### src/sv/spab_pkg.sv
// ----------------------------------------------------------------------------
// Sprite piece attribute builder package
// Request and result types, opcodes, register map and constants.
// ----------------------------------------------------------------------------
package spab_pkg;

  // Field widths fixed by the sprite table format.
  localparam int unsigned POS_W   = 16;
  localparam int unsigned SIZE_W  = 15;
  localparam int unsigned INDEX_W = 10;
  localparam int unsigned SLOT_W  = 7;

  // Default number of hardware sprite slots.
  localparam int unsigned SPRITE_SLOTS_DEF = 80;

  // Number of scroll planes and configuration port geometry.
  localparam int unsigned PLANES  = 3;
  localparam int unsigned ADDR_W  = 5;
  localparam int unsigned DATA_W  = 32;

  // Position mapping constants.
  localparam logic [POS_W-1:0] SCREEN_BIAS    = 16'd128;
  localparam logic [POS_W-1:0] MAP_WRAP       = 16'd2048;
  localparam logic [POS_W-1:0] WRAP_LOW_EDGE  = 16'd256;
  localparam logic [POS_W-1:0] WRAP_HIGH_EDGE = 16'd1792;

  // Register indexes (byte address divided by four).
  localparam logic [2:0] REG_SCROLL_A_X = 3'd0;
  localparam logic [2:0] REG_SCROLL_B_X = 3'd1;
  localparam logic [2:0] REG_SCROLL_C_X = 3'd2;
  localparam logic [2:0] REG_SCROLL_A_Y = 3'd3;
  localparam logic [2:0] REG_SCROLL_B_Y = 3'd4;
  localparam logic [2:0] REG_SCROLL_C_Y = 3'd5;

  // Coordinate mode that uses the position as it is.
  localparam logic [1:0] MODE_SCREEN = 2'd0;

  typedef enum logic [1:0] {
    OP_START = 2'd0,
    OP_PLACE = 2'd1,
    OP_BLANK = 2'd2
  } op_e;

  typedef struct packed {
    logic [1:0]                op;
    logic signed [POS_W-1:0]   object_x;
    logic signed [POS_W-1:0]   object_y;
    logic [1:0]                coord_mode;
    logic [1:0]                object_flip;
    logic                      object_priority;
    logic signed [POS_W-1:0]   piece_x_offset;
    logic signed [POS_W-1:0]   piece_y_offset;
    logic [SIZE_W-1:0]         piece_width;
    logic [SIZE_W-1:0]         piece_height;
    logic [INDEX_W-1:0]        piece_index;
    logic [2:0]                piece_attr;
  } req_t;

  typedef struct packed {
    logic signed [POS_W-1:0]   screen_x;
    logic signed [POS_W-1:0]   screen_y;
    logic [INDEX_W-1:0]        sprite_index;
    logic [SLOT_W-1:0]         slot;
    logic                      high_priority;
    logic                      flip_h;
    logic                      flip_v;
  } res_t;

  // Scroll registers of all planes, plane one at index 0.
  typedef struct packed {
    logic [PLANES-1:0][POS_W-1:0] x;
    logic [PLANES-1:0][POS_W-1:0] y;
  } scroll_t;

endpackage

### src/sv/spab_cfg_regs.sv
// ----------------------------------------------------------------------------
// Sprite piece attribute builder configuration registers
// APB-style register file holding the horizontal and vertical plane scrolls.
// ----------------------------------------------------------------------------
module spab_cfg_regs (
  input  logic                               clk_i,
  input  logic                               rst_ni,
  input  logic                               psel,
  input  logic                               penable,
  input  logic                               pwrite,
  input  logic [spab_pkg::ADDR_W-1:0]        paddr,
  input  logic [spab_pkg::DATA_W-1:0]        pwdata,
  output logic [spab_pkg::DATA_W-1:0]        prdata,
  output logic                               pready,
  output spab_pkg::scroll_t                  scroll_o
);

  spab_pkg::scroll_t          scroll_q, scroll_d;
  logic [2:0]                 reg_idx;
  logic                       wr_en;
  logic [spab_pkg::POS_W-1:0] rd_val;
  logic [spab_pkg::POS_W-1:0] wr_val;

  assign pready  = 1'b1;
  assign reg_idx = paddr[4:2];
  assign wr_en   = psel && penable && pwrite && pready;
  assign wr_val  = pwdata[spab_pkg::POS_W-1:0];

  // Write decode; indexes past the last register are dropped.
  always_comb begin
    scroll_d = scroll_q;
    if (wr_en) begin
      unique case (reg_idx)
        spab_pkg::REG_SCROLL_A_X: scroll_d.x[0] = wr_val;
        spab_pkg::REG_SCROLL_B_X: scroll_d.x[1] = wr_val;
        spab_pkg::REG_SCROLL_C_X: scroll_d.x[2] = wr_val;
        spab_pkg::REG_SCROLL_A_Y: scroll_d.y[0] = wr_val;
        spab_pkg::REG_SCROLL_B_Y: scroll_d.y[1] = wr_val;
        spab_pkg::REG_SCROLL_C_Y: scroll_d.y[2] = wr_val;
        default: ;
      endcase
    end
  end

  // Read decode.
  always_comb begin
    unique case (reg_idx)
      spab_pkg::REG_SCROLL_A_X: rd_val = scroll_q.x[0];
      spab_pkg::REG_SCROLL_B_X: rd_val = scroll_q.x[1];
      spab_pkg::REG_SCROLL_C_X: rd_val = scroll_q.x[2];
      spab_pkg::REG_SCROLL_A_Y: rd_val = scroll_q.y[0];
      spab_pkg::REG_SCROLL_B_Y: rd_val = scroll_q.y[1];
      spab_pkg::REG_SCROLL_C_Y: rd_val = scroll_q.y[2];
      default:                  rd_val = '0;
    endcase
  end

  assign prdata = {{(spab_pkg::DATA_W - spab_pkg::POS_W){1'b0}}, rd_val};

  // Scroll registers.
  always_ff @(posedge clk_i or negedge rst_ni) begin
    if (!rst_ni) begin
      scroll_q <= '0;
    end else begin
      scroll_q <= scroll_d;
    end
  end

  assign scroll_o = scroll_q;

endmodule

### src/sv/spab_position.sv
// ----------------------------------------------------------------------------
// Sprite piece attribute builder position mapping
// Brings an object position to sprite space and applies the mirrored offset.
// ----------------------------------------------------------------------------
module spab_position (
  input  spab_pkg::req_t                    req_i,
  input  spab_pkg::scroll_t                 scroll_i,
  output logic [spab_pkg::POS_W-1:0]        screen_x_o,
  output logic [spab_pkg::POS_W-1:0]        screen_y_o
);

  logic [1:0]                 plane;
  logic [spab_pkg::POS_W-1:0] sx, sy, oy, oy_wrap;
  logic [spab_pkg::POS_W-1:0] bx, by;
  logic [spab_pkg::POS_W-1:0] w_ext, h_ext;

  // Plane one sits at index 0 for coordinate mode 1.
  assign plane = req_i.coord_mode - 2'd1;
  assign sx    = scroll_i.x[plane];
  assign sy    = scroll_i.y[plane];
  assign oy    = req_i.object_y;

  // Vertical wrap by the map height near the top or bottom edge.
  always_comb begin
    oy_wrap = oy;
    if ($signed(sy) < $signed(spab_pkg::WRAP_LOW_EDGE)) begin
      if ($signed(oy) >= $signed(spab_pkg::MAP_WRAP)) begin
        oy_wrap = oy - spab_pkg::MAP_WRAP;
      end
    end else if ($signed(sy) >= $signed(spab_pkg::WRAP_HIGH_EDGE)) begin
      if ($signed(oy) < $signed(spab_pkg::WRAP_LOW_EDGE)) begin
        oy_wrap = oy + spab_pkg::MAP_WRAP;
      end
    end
  end

  // Base position: raw screen or scrolled plane plus the screen bias.
  always_comb begin
    if (req_i.coord_mode == spab_pkg::MODE_SCREEN) begin
      bx = req_i.object_x;
      by = req_i.object_y;
    end else begin
      bx = req_i.object_x - sx + spab_pkg::SCREEN_BIAS;
      by = oy_wrap - sy + spab_pkg::SCREEN_BIAS;
    end
  end

  assign w_ext = {1'b0, req_i.piece_width};
  assign h_ext = {1'b0, req_i.piece_height};

  // A flipped object mirrors the piece offset around the piece size.
  assign screen_x_o = req_i.object_flip[0] ? (bx - req_i.piece_x_offset - w_ext)
                                           : (bx + req_i.piece_x_offset);
  assign screen_y_o = req_i.object_flip[1] ? (by - req_i.piece_y_offset - h_ext)
                                           : (by + req_i.piece_y_offset);

endmodule

### src/sv/sprite_piece_attribute_builder.sv
// ----------------------------------------------------------------------------
// Sprite piece attribute builder
// Turns sprite pieces into hardware sprite table entries, one per cycle while the receiver does not stall.
// ----------------------------------------------------------------------------
// Requests arrive on in_req_i under in_valid_i/in_stall_o; sprite entries leave
// on out_res_o under out_valid_o/out_stall_i. A start request clears the slot
// counter, a place request builds one entry (pieces with index 0 give none),
// and a blank request writes an empty entry in the next free slot. Once the
// counter reaches SPRITE_SLOTS, place and blank requests give no entry.
// A request is captured in the input register, and its entry then moves into
// the result register once that register is empty or being drained. One
// request is taken every cycle while the receiver does not stall. When the
// receiver stalls, the result register holds its entry and in_stall_o rises
// only once the input register is also full.
// Reset empties both registers, clears the slot counter and zeroes the scroll
// registers. The user writes the scroll registers over the APB-style port only
// while no request is in flight; the block does not enforce it.
// ----------------------------------------------------------------------------
module sprite_piece_attribute_builder #(
  parameter int unsigned SPRITE_SLOTS = spab_pkg::SPRITE_SLOTS_DEF
) (
  input  logic                               clk_i,
  input  logic                               rst_ni,
  input  logic                               in_valid_i,
  output logic                               in_stall_o,
  input  spab_pkg::req_t                     in_req_i,
  output logic                               out_valid_o,
  input  logic                               out_stall_i,
  output spab_pkg::res_t                     out_res_o,
  input  logic                               psel,
  input  logic                               penable,
  input  logic                               pwrite,
  input  logic [spab_pkg::ADDR_W-1:0]        paddr,
  input  logic [spab_pkg::DATA_W-1:0]        pwdata,
  output logic [spab_pkg::DATA_W-1:0]        prdata,
  output logic                               pready
);

  localparam logic [spab_pkg::SLOT_W-1:0] SlotLimit = spab_pkg::SLOT_W'(SPRITE_SLOTS);

  spab_pkg::scroll_t           scroll;
  spab_pkg::req_t              s1_req_q;
  logic                        s1_valid_q, s1_valid_d;
  logic                        out_valid_q, out_valid_d;
  spab_pkg::res_t              out_res_q, out_res_d;
  logic [spab_pkg::SLOT_W-1:0] slot_q, slot_d;
  logic                        s2_ready, s1_adv, in_fire;
  logic                        table_full, emit, blank;
  logic [spab_pkg::POS_W-1:0]  pos_x, pos_y;

  // Configuration registers.
  spab_cfg_regs u_cfg (
    .clk_i    (clk_i),
    .rst_ni   (rst_ni),
    .psel     (psel),
    .penable  (penable),
    .pwrite   (pwrite),
    .paddr    (paddr),
    .pwdata   (pwdata),
    .prdata   (prdata),
    .pready   (pready),
    .scroll_o (scroll)
  );

  // Position mapping of the registered request.
  spab_position u_pos (
    .req_i      (s1_req_q),
    .scroll_i   (scroll),
    .screen_x_o (pos_x),
    .screen_y_o (pos_y)
  );

  // Pipeline handshake: the input register moves on when the result register
  // is empty or being drained.
  assign s2_ready   = !out_valid_q || !out_stall_i;
  assign s1_adv     = s1_valid_q && s2_ready;
  assign in_stall_o = s1_valid_q && !s2_ready;
  assign in_fire    = in_valid_i && !in_stall_o;
  assign s1_valid_d = in_fire || (s1_valid_q && !s2_ready);

  assign table_full = slot_q >= SlotLimit;

  // Request decode and slot counter update.
  always_comb begin
    emit   = 1'b0;
    blank  = 1'b0;
    slot_d = slot_q;
    unique case (spab_pkg::op_e'(s1_req_q.op))
      spab_pkg::OP_START: begin
        slot_d = '0;
      end
      spab_pkg::OP_PLACE: begin
        emit = !table_full && (s1_req_q.piece_index != '0);
      end
      spab_pkg::OP_BLANK: begin
        emit  = !table_full;
        blank = 1'b1;
      end
      default: ;
    endcase
    if (emit) begin
      slot_d = slot_q + 1'b1;
    end
  end

  // Result entry; a blanked slot carries only its slot number.
  always_comb begin
    out_res_d.slot = slot_q;
    if (blank) begin
      out_res_d.screen_x      = '0;
      out_res_d.screen_y      = '0;
      out_res_d.sprite_index  = '0;
      out_res_d.high_priority = 1'b0;
      out_res_d.flip_h        = 1'b0;
      out_res_d.flip_v        = 1'b0;
    end else begin
      out_res_d.screen_x      = pos_x;
      out_res_d.screen_y      = pos_y;
      out_res_d.sprite_index  = s1_req_q.piece_index;
      out_res_d.high_priority = s1_req_q.object_priority | s1_req_q.piece_attr[2];
      out_res_d.flip_h        = s1_req_q.object_flip[0] ^ s1_req_q.piece_attr[0];
      out_res_d.flip_v        = s1_req_q.object_flip[1] ^ s1_req_q.piece_attr[1];
    end
  end

  assign out_valid_d = s2_ready ? (s1_valid_q && emit) : out_valid_q;

  // Control registers.
  always_ff @(posedge clk_i or negedge rst_ni) begin
    if (!rst_ni) begin
      s1_valid_q  <= 1'b0;
      out_valid_q <= 1'b0;
      slot_q      <= '0;
    end else begin
      s1_valid_q  <= s1_valid_d;
      out_valid_q <= out_valid_d;
      if (s1_adv) begin
        slot_q <= slot_d;
      end
    end
  end

  // Payload registers.
  always_ff @(posedge clk_i) begin
    if (in_fire) begin
      s1_req_q <= in_req_i;
    end
    if (s1_adv) begin
      out_res_q <= out_res_d;
    end
  end

  assign out_valid_o = out_valid_q;
  assign out_res_o   = out_res_q;

endmodule

### config.mk
export PLATFORM = sky130hd
export DESIGN_NAME = sprite_piece_attribute_builder
export DESIGN_NICKNAME = d
export VERILOG_FILES = /design/src/sv/spab_pkg.sv /design/src/sv/spab_cfg_regs.sv /design/src/sv/spab_position.sv /design/src/sv/sprite_piece_attribute_builder.sv
export SDC_FILE = /design/constraint.sdc
export NUM_CORES = 1
export LEC_CHECK = 0
export ABC_AREA = 1
export BUFFER_PORTS_ARGS = -buffer_cell sky130_fd_sc_hd__buf_2
export CAP_MARGIN = 20
export CELL_PAD_IN_SITES_DETAIL_PLACEMENT = 2
export CELL_PAD_IN_SITES_GLOBAL_PLACEMENT = 2
export CORE_MARGIN = 3
export CORE_UTILIZATION = 38
export DETAILED_ROUTE_END_ITERATION = 7
export PLACE_DENSITY_LB_ADDON = 0.1
export SLEW_MARGIN = 25
export SYNTH_ARGS = -nofsm -noshare
export SYNTH_HDL_FRONTEND = slang
export SYNTH_SLANG_ARGS = --single-unit
### constraint.sdc
create_clock -name clk_i -period 12.81 [get_ports clk_i]
set_clock_uncertainty 0.15 [all_clocks]
set_input_delay 3.843 -clock clk_i [delete_from_list [all_inputs] [get_ports clk_i]]
set_output_delay 3.843 -clock clk_i [all_outputs]
set_load 0.05 [all_outputs]
==> results of run 1 <==
[cell type report]
type / count / area, um^2 / area share, %
antenna: 1 / 2.50 / 0.0127
tap: 585 / 732 / 3.72
timing repair buffer: 223 / 1160 / 5.88
clock buffer: 51 / 1050 / 5.34
clock inverter: 15 / 170 / 0.865
sequential: 271 / 7610 / 38.7
inverter: 339 / 1280 / 6.51
multi-input combinational: 1249 / 7670 / 39.0
[cell usage after synthesis, drive strengths merged (2+ instances only)]
master,count,area [um^2]
nand3b,3,22.5
o21bai,3,22.5
nand4,6,37.5
o221ai,14,123
xor2,19,166
a21boi,2,15.0
a22oi,20,164
dfrtp,105,2630
clkbuf,43,163
nor2,94,365
buf,27,205
fa,34,681
clkinv,3,16.3
nor4,3,18.8
a211oi,8,60.1
o2111ai,2,17.5
nand2,341,1300
a221oi,3,26.3
a21oi,163,816
edfxtp,166,4980
or2,10,62.6
o31ai,6,55.1
o211ai,8,60.1
conb,2,7.51
xnor2,15,131
nor3,16,80.1
inv,336,1260
nand3,63,355
o21ai,239,1210
o22ai,23,144
ha,127,1590
a31oi,3,18.8
[kinds of logic after synthesis]
logic type	after synthesis
buffers and inverters	409
DFF	271
AOI/OAI and AO/OA	500
and+or+nand+nor	537
other	2
adders and majority gates	161
xor gates and xnor gates	34
[worst paths after layout]
check | start | endpoint | slack, ns | cells past startpoint
max | paddr[4] | prdata[15] | 2.60 | 8
min | u_cfg.scroll_o[68] | u_cfg.scroll_o[68] | 0.34 | 2
max reg2reg | s1_req_q[78] | out_res_o[35] | 4.45 | 39
min reg2reg | u_cfg.scroll_o[68] | u_cfg.scroll_o[68] | 0.34 | 2
max in group asynchronous | rst_ni | u_cfg.scroll_o[54] | 7.98 | 2
min in group asynchronous | rst_ni | u_cfg.scroll_o[76] | 3.18 | 1
[per-stage QoR]
stage,hold slack (ns),setup slack [ns]
after detailed placement,0.323,2.67
after floorplan,0.296,3.38
after CTS,0.341,2.66
after global placement,0.310,2.73
after global routing,0.356,2.54
final,0.336,2.60
[critical path: stages]
cell,delay [ns]
buf_2,0.13
inv_1,0.10
nor3_1,0.65
inv_1,0.55
o22ai_1,0.30
nor2_1,0.10
o211ai_1,0.19
buf_2,0.35
[metal layers]
metal | GRT usage, % | up-vias | part of all wire, %
met3 | 4.15 | 83 | 4.1
met1 | 32.1 | 7306 | 44
met2 | 43.9 | 280 | 49
li1 | - | 6808 | -
met4 | 7.07 | 6 | 2.4
met5 | 0 | - | 0.070
[registers in the layout, summed over array words and instances (netlist names)]
register / count
out_res_o: 52
out_valid_o: 1
s1_req_q: 114
s1_valid_q: 1
slot_q: 7
u_cfg.scroll_o: 96
[where the power goes]
| group | total (uW) | switching (uW) | internal (uW) |
|---|---|---|---|
| sequential | 1190 | 78.6 | 1110 |
| combinational | 1950 | 1330 | 617 |
| clock | 1040 | 410 | 635 |
==> results.md, run 1 <==
* Leakage power total at 0.00929 uW
* Synthesis Warnings at 0
* Fill cells at about 4.8k
* Worst Max-Slew Pin Slew at between 0.9 and 1 ns
* Fmax at between 0.09 and 0.1 GHz
* Largest net degree at the start of global routing at 76
* CTS H-tree depth at 2
* Crit path kind: in2out
* Cts repair resizes at 0
* Largest family of logic cells by synthesized area: compound AO/OA/AOI/OAI gates
* Die area at approximately 47000 um^2
* Total Wirelength at between 50000 and 60000 um
* TritonCTS Buffers at 36
* Routed via count at 14.5k
* DRC Markers at 0
* Worst Hold Class: reg2reg
* Die H at between 200 and 250 um
* # clock sinks at 271
* Design area at 19700 um^2
* Worst-Skew Late Latency at roughly 0.56 ns
* Detail Placement HPWL at about 44000 um
* Unique cell type count in the Yosys netlist at 56
* 1st-pass router iterations at 5
* Worst Path Arrival at about 6.2 ns
* Share of layout cells above drive strength 1 at between 10% and 20%
* Inst Count DP at about 2.7k
* Post-Syn Area at around 17000 um^2
* Mux contribution to synthesized area at 0%
* Sequential fraction of the synthesis area at between 40% and 50%
* Setup-failing EPs final at 0
* Number of synthesized register bits at roughly 270
* Clock Tree Root: clkbuf_16
* Core ar. at between 40000 and 50000 um^2
* Vias per cell at 5.30
* CTS tree: done
* Final hold violation count at 0
* First-pass GRT wire length at between 90000 and 100000 um
* CTS Hold Bufs at 0
* CP Launch Type: input pin
* Remaining global-route overflow at 0
* CTS max path bufs at 3
* VDD IR max at 0.0979 mV
* I/O pin count at roughly 250
* Async SR Flop Fraction at between 30% and 40%
* IO Port Bufs at approximately 210
* Routability cong. at ~0.87
* Xor/xnor share of the synthesized area at around 1.8%
* Final total power at around 4200 uW
* Most frequent cells in the layout: nand2_1 (334), inv_1 (330), o21ai_0 (222)
* Final Core Density at a little under half
* Starting density of the core at between 30% and 40%
* Vias in the first global route at ~16k
* Drt initial violations at about 740
* Final Max Slew Viols at 0
* Status: finished, final reports clean
* Synth Area in Compound Gates at between 10% and 20%
* Syn_area_per_cell at around 9 um^2
* Crit end category: output pin
* Dpl cell area at about 18000 um^2
* Post-Layout Cell Count at roughly 2.7k
* Routed len/inst at 21.4 um
* Global-route usage over all layers at around a quarter
* Max_cap viols at 0
* Die width at around 220 um
* Unrepaired setup endpoints after global routing: no
* Synth Instances at approximately 1.9k
* CP required at between 8 and 9 ns
* Post-Synth Adder-Cell Area at between 10% and 20%
* Nets@finish at roughly 2.4k
* Postcts setup bufs at 0
* Antenna violations before repair at 3
* Antenna Nets Post-Route at 0
* Area Overhead vs Synth at 16.6%
* Setup TNS Final at 0 ns
* Most common cell after layout, fill and taps aside: nand2_1
* Fin crit period at just over 10 ns
* # rows at 76
* Cell Pwr Density at about 210 nW/um^2
* Crit share post-route at roughly four fifths
* EDFF count, synth at between 150 and 200
* Clk pin slew, worst setup/hold paths at 0.06 ns
* Max-slew headroom at the worst pin at approximately 34%
* Post-Synth Simple-Gate Area at 13.3%
* Crit Path Max Fanout at 13
* Ys flop type: edfxtp_1
No activity file was read; power rests on OpenSTA's default activity.
==> run 2, diff against run 1 <==
Settings changed: CORE_UTILIZATION 38 to 32.
Clock period 12.81 ns to 8.5 ns, I/O delays scaled along.
==> results.md, run 2 (synthesis results as in run 1) <==
* Largest register FFs at roughly 110
* CP delay by family, top: buffers and inverters
* Cell internal pwr at ~3500 uW
* CP Launch Type: input pin
* Leakage power total at 0.00927 uW
* Clock Tree Root: clkbuf_16
* Remaining global-route overflow at 0
* DRC Markers at 0
* Die area at ~56000 um^2
* Crit share post-route at a little under nine tenths
* Final Max Slew Viols at 0
* Reg2Reg Setup Slack at 1.43 ns
* Largest net degree at the start of global routing at 71
* Core ar. at between 50000 and 60000 um^2
* Nets@finish at around 2.4k
* Routability cong. at around 0.86
* IO Port Bufs at 209
* # clock sinks at approximately 270
* Crit end category: output pin
* CTS H-tree depth at 2
* Drt initial violations at ~560
* TritonCTS Buffers at 35
* I/O pin count at between 200 and 250
* VDD IR max at between 0.1 and 0.15 mV
* Setup-failing EPs final at 0
* First-pass GRT wire length at roughly 90000 um
* Vias in the first global route at 15.8k
* Psw at 2670 uW
* Setup TNS Final at 0 ns
* Detail Placement HPWL at roughly 43000 um
* Final hold violation count at 0
* Net Sw Frac at between 40 and 50%
* CP required at 5.80 ns
* Crit Path Max Fanout at 13
* Postcts setup bufs at 0
* # rows at 83
* Worst Path Arrival at 4.53 ns
* Most frequent cells in the layout: nand2_1 (334), inv_1 (330), o21ai_0 (222)
* Clock network fraction of design power at between 20% and 30%
* Design area at ~20000 um^2
* CTS Hold Bufs at 0
* Cell Pwr Density at slightly above 300 nW/um^2
* Share of layout cells above drive strength 1 at 14.8%
* Antenna Nets Post-Route at 0
* Starting density of the core at around a third
* Max_cap viols at 0
* Vias per cell at just over 5
* Most common cell after layout, fill and taps aside: nand2_1
* Unrepaired setup endpoints after global routing: no
* Crit path kind: in2out
* Flop pwr share at about 29%
* Power share of the combinational group at approximately 47%
* CTS tree: done
* Crit path cell chain: buf_2 -> inv_1 -> nor3_1 -> buf_4 -> inv_1 -> o22ai_1 -> a221oi_1 -> o221ai_1 -> buf_2
* Fmax at approximately 0.14 GHz
* Max-slew headroom at the worst pin at a little under two fifths
* Status: finished, final reports clean
* Area Overhead vs Synth at 17.1%
* Global-route usage over all layers at 20.5%
* Worst Path Buf+Inv at 5
* Worst Hold Class: reg2reg
* Clk pin slew, worst setup/hold paths at approximately 0.05 ns
* 1st-pass router iterations at 5
* CP max stage cell: inv_1
* Die H at about 240 um
* CTS max path bufs at 3
* Antenna violations before repair at 8
* Routed len/inst at between 20 and 25 um
* Fin crit period at 7.23 ns
* Die width at between 200 and 250 um
* Largest Register: s1_req_q
* Dpl cell area at between 15000 and 20000 um^2
* Total Wirelength at ~57000 um
* Max stage delay on crit path at between 0.5 and 0.6 ns
* Worst Max-Slew Pin Slew at between 0.9 and 1 ns
* Cts repair resizes at 0
* Worst-Skew Late Latency at about 0.57 ns
* Routed via count at 14.2k
-- run 2: changes by cell type in the layout (fill, tap and decap cells not counted), sizes merged --
cell	previous run	this run
clkbuf	51	48
clkinv	12	13
bufinv	3	2
clkinvlp	1	0
buf	223	231
-- run 2: final timing paths --
| path | cells after the start | startpoint | to |
|---|---|---|---|
| hold reg to reg | 0 | slot_q[4] | out_res_o[7] |
| hold / removal | 0 | slot_q[4] | out_res_o[7] |
| min in group asynchronous | 1 | rst_ni | u_cfg.scroll_o[44] |
| setup / recovery | 9 | paddr[2] | prdata[1] |
| setup reg to reg | 37 | s1_req_q[78] | out_res_o[35] |
| max in group asynchronous | 2 | rst_ni | u_cfg.scroll_o[62] |
-- run 2: final cells by class --
cell class	count	area [um^2]
Clock buffer	48	955
Clock inverter	14	155
Timing Repair Buffer	231	1230
Inverter	339	1280
Multi-Input combinational cell	1249	7670
Antenna cell	1	2.50
Tap cell	680	851
Sequential cell	271	7610
Fill cell	5844	32000
-- run 2: layer usage --
metal,vias to the layer above,wire [um],track usage (%)
met4,12,951,4.30
met5,-,71,0
li1,6803,-,-
met2,209,27300,35.1
met3,72,2330,3.99
met1,7144,26500,27.0
-- run 2: metrics by stage --
step | util, % | total power, uW | worst slack (ns) | cells | hold WS, ns
after floorplan | - | 3860 | 1.66 | 1929 | 0.296
after global placement | 36.0 | 4590 | 1.28 | 2769 | 0.310
after detailed placement | 36.0 | 4690 | 1.27 | 2769 | 0.315
after CTS | 38.1 | 6210 | 1.26 | 2831 | 0.328
after global routing | 38.2 | 6680 | 0.708 | 2832 | 0.346
final | 38.2 | 6130 | 1.27 | 2833 | 0.326
-- run 2: power groups by stage --
stage | Clock, uW | Sequential [uW] | Combinational, uW
after global placement | 0 | 1800 | 2790
after floorplan | 0 | 2050 | 1820
after CTS | 1520 | 1790 | 2910
after detailed placement | 0 | 1810 | 2880
after global routing | 1570 | 1810 | 3290
final | 1470 | 1780 | 2880
==> run 3, diff against run 2 <==
Settings changed: ABC_AREA 1 to default, CORE_UTILIZATION 32 to 35.
==> results.md, run 3 <==
* Status: finished, final reports clean
* Max_cap viols at 0
* Clock network fraction of design power at between 20 and 25%
* Synth Instances at 1458
* Most common cell after layout, fill and taps aside: buf_2
* Net Sw Frac at between 40% and 50%
* CP required at between 8 and 9 ns
* Area Overhead vs Synth at 18.6%
* Post-Syn Area at approximately 16000 um^2
* CP Launch Type: flip-flop
* Antenna Nets Post-Route at 0
* Cell Pwr Density at around 330 nW/um^2
* # clock sinks at 271
* Clk pin slew, worst setup/hold paths at around 0.060 ns
* Worst R2R Start: s1_req_q[78]
* Setup TNS Final at 0 ns
* Hold path start: slot_q[5]
* Sequential fraction of the synthesis area at between 40% and 50%
* CTS Hold Bufs at 0
* Cell internal pwr at about 3900 uW
* First-pass GRT wire length at between 70000 and 80000 um
* Worst-Skew Late Latency at roughly 0.55 ns
* Power share of the combinational group at 49.3%
* Worst hold endpoint: out_res_o[8]
* Diode count at 0
* Synth area leader: edfxtp_1
* Count leader, synth: edfxtp_1
* Postcts setup bufs at 0
* Area contributors post-synth: edfxtp_1 (30%), dfrtp_1 (16%), ha_1 (9.6%)
* Flop pwr share at approximately 28%
* Clock Tree Root: clkbuf_16
* Detail Placement HPWL at roughly 36000 um
* Remaining global-route overflow at 0
* Unrepaired setup endpoints after global routing: no
* Largest net degree at the start of global routing at 81
* Cts repair resizes at 0
* EDFF count, synth at 166
* Max stage delay on crit path at 0.50 ns
* Largest register FFs at 114
* Antenna violations before repair at 1
* Nets@finish at just over 2k
* TritonCTS Buffers at 35
* I/O pin count at approximately 250
* Die area at ~50000 um^2
* Reg2Reg Setup Slack at approximately 1.4 ns
* CTS H-tree depth at 2
* Setup-failing EPs final at 0
* Max-slew headroom at the worst pin at 33.1%
* Hold WS at 0.379 ns
* Drt initial violations at around 460
* Synthesis Warnings at 0
* Leakage power total at about 0.0089 uW
* Largest Register: s1_req_q
* Number of synthesized register bits at 271
* Vias in the first global route at ~13k
* 1st-pass router iterations at 4
* Crit end category: flip-flop
* CP max stage cell: ha_2
* Unique cell type count in the Yosys netlist at 65
* Crit share post-route at between 80% and 90%
* Starting density of the core at 35.9%
* Worst Max-Slew Pin Slew at about 1.0 ns
* Vias per cell at ~5.2
* Die width at 223 um
* Share of layout cells above drive strength 1 at 25.6%
* CTS max path bufs at 3
* Most frequent cells in the layout: buf_2 (208), edfxtp_1 (166), inv_1 (131)
* Total Wirelength at approximately 49000 um
* CTS tree: done
* VDD IR max at 0.216 mV
* Hold Path Stages at 0
* Worst R2R Path Depth at 30
* DRC Markers at 0
* Worst Path Arrival at between 7 and 8 ns
* Routed via count at between 10k and 15k
* Fmax at between 0.1 and 0.15 GHz
* # rows at 78
* Crit path kind: reg2reg
* Yosys top cell area share at between 30% and 40%
* Global-route usage over all layers at between 10% and 20%
* Ys flop type: edfxtp_1
* Async SR Flop Fraction at 38.7%
* Worst Hold Class: reg2reg
* Die H at approximately 220 um
* Syn_area_per_cell at roughly 11 um^2
* IO Port Bufs at 209
* Crit Path Max Fanout at 11
* Psw at between 2000 and 3000 uW
* Final hold violation count at 0
* Fin crit period at 7.12 ns
* Reg2reg end: out_res_o[35]
* Routed len/inst at around 21 um
* Final Max Slew Viols at 0
* Core ar. at 46000 um^2
* Routability cong. at 0.805
* Commonest cells in the netlist: edfxtp_1 (166), inv_1 (132), nor2_1 (128), ha_1 (127), mux2_2 (112)
## run 3: cell types whose count changed in the layout (fill, tap and decap cells not counted), sizes merged, moves of 74 or more
| cell | change |
|---|---|
| inv | -205 |
| nand2 | -303 |
| mux2 | +113 |
| o21ai | -201 |
| a21oi | -74 |
## run 3: power groups by stage
| stage | Sequential (uW) | Clock, uW | Combinational (uW) |
|---|---|---|---|
| after global placement | 1830 | 0 | 3110 |
| after floorplan | 2080 | 0 | 2130 |
| after detailed placement | 1840 | 0 | 3210 |
| final | 1810 | 1470 | 3190 |
| after global routing | 1840 | 1570 | 3590 |
| after CTS | 1820 | 1520 | 3240 |
## run 3: layout make-up
class	instances	area, um^2
fillers	4823	26400
multi-input cells	1008	8210
flip-flops and latches	271	7610
repair buffers	247	1360
clock buffers	49	958
well taps	600	751
inverters	133	499
clock inverters	13	165
## run 3: worst max-delay path, delay by kind of cell, from the launching register on
family / cells / cell delay [ns]
muxes: 1 / 0.37
adders and majority gates: 5 / 1.66
DFF: 1 / 0.38
buffers and inverters: 5 / 0.66
AOI/OAI and AO/OA: 10 / 1.93
and+or+nand+nor: 6 / 1.26
xor gates and xnor gates: 3 / 0.58
## run 3: how the worst max path moves through the flow
stage	start	cells past startpoint	to
2_1_floorplan	paddr[3]	5	prdata[11]
3_3_place_gp	paddr[4]	6	prdata[13]
3_5_place_dp	paddr[3]	5	prdata[13]
4_1_cts	s1_req_q[78]	30	out_res_o[35]
5_1_grt	s1_req_q[78]	27	out_res_o[51]
6_report	s1_req_q[78]	30	out_res_o[35]
## run 3: routing by layer
| metal | track usage [%] | vias up | part of all wire (%) |
|---|---|---|---|
| met5 | 0 | - | 0 |
| met4 | 4.20 | 0 | 1.7 |
| met3 | 2.83 | 49 | 3.2 |
| met2 | 35.4 | 180 | 51 |
| met1 | 25.4 | 6116 | 44 |
| li1 | - | 5682 | - |
## run 3: through the flow
step | worst slack (ns) | total power (uW) | std cells | util (%) | cell area, um^2
final | 1.38 | 6470 | 2321 | 42.6 | 19600
after global routing | 0.794 | 7000 | 2321 | 42.6 | 19600
after CTS | 1.28 | 6580 | 2319 | 42.5 | 19500
after detailed placement | 1.30 | 5050 | 2257 | 40.0 | 18400
after global placement | 1.34 | 4940 | 2257 | 40.0 | 18400
after floorplan | 1.64 | 4210 | 1473 | - | 16600
## run 3: kinds of logic (layout without fill, tap and decap cells)
kind of cell	after synthesis	count (layout)	synth area share, %
adders and majority gates	161	161	13.8
other	2	17	0.0455
and+or+nand+nor	304	304	8.75
buffers and inverters	194	442	4.91
DFF	271	271	46.1
xor gates and xnor gates	80	80	4.41
AOI/OAI and AO/OA	293	293	11.8
muxes	153	153	10.2
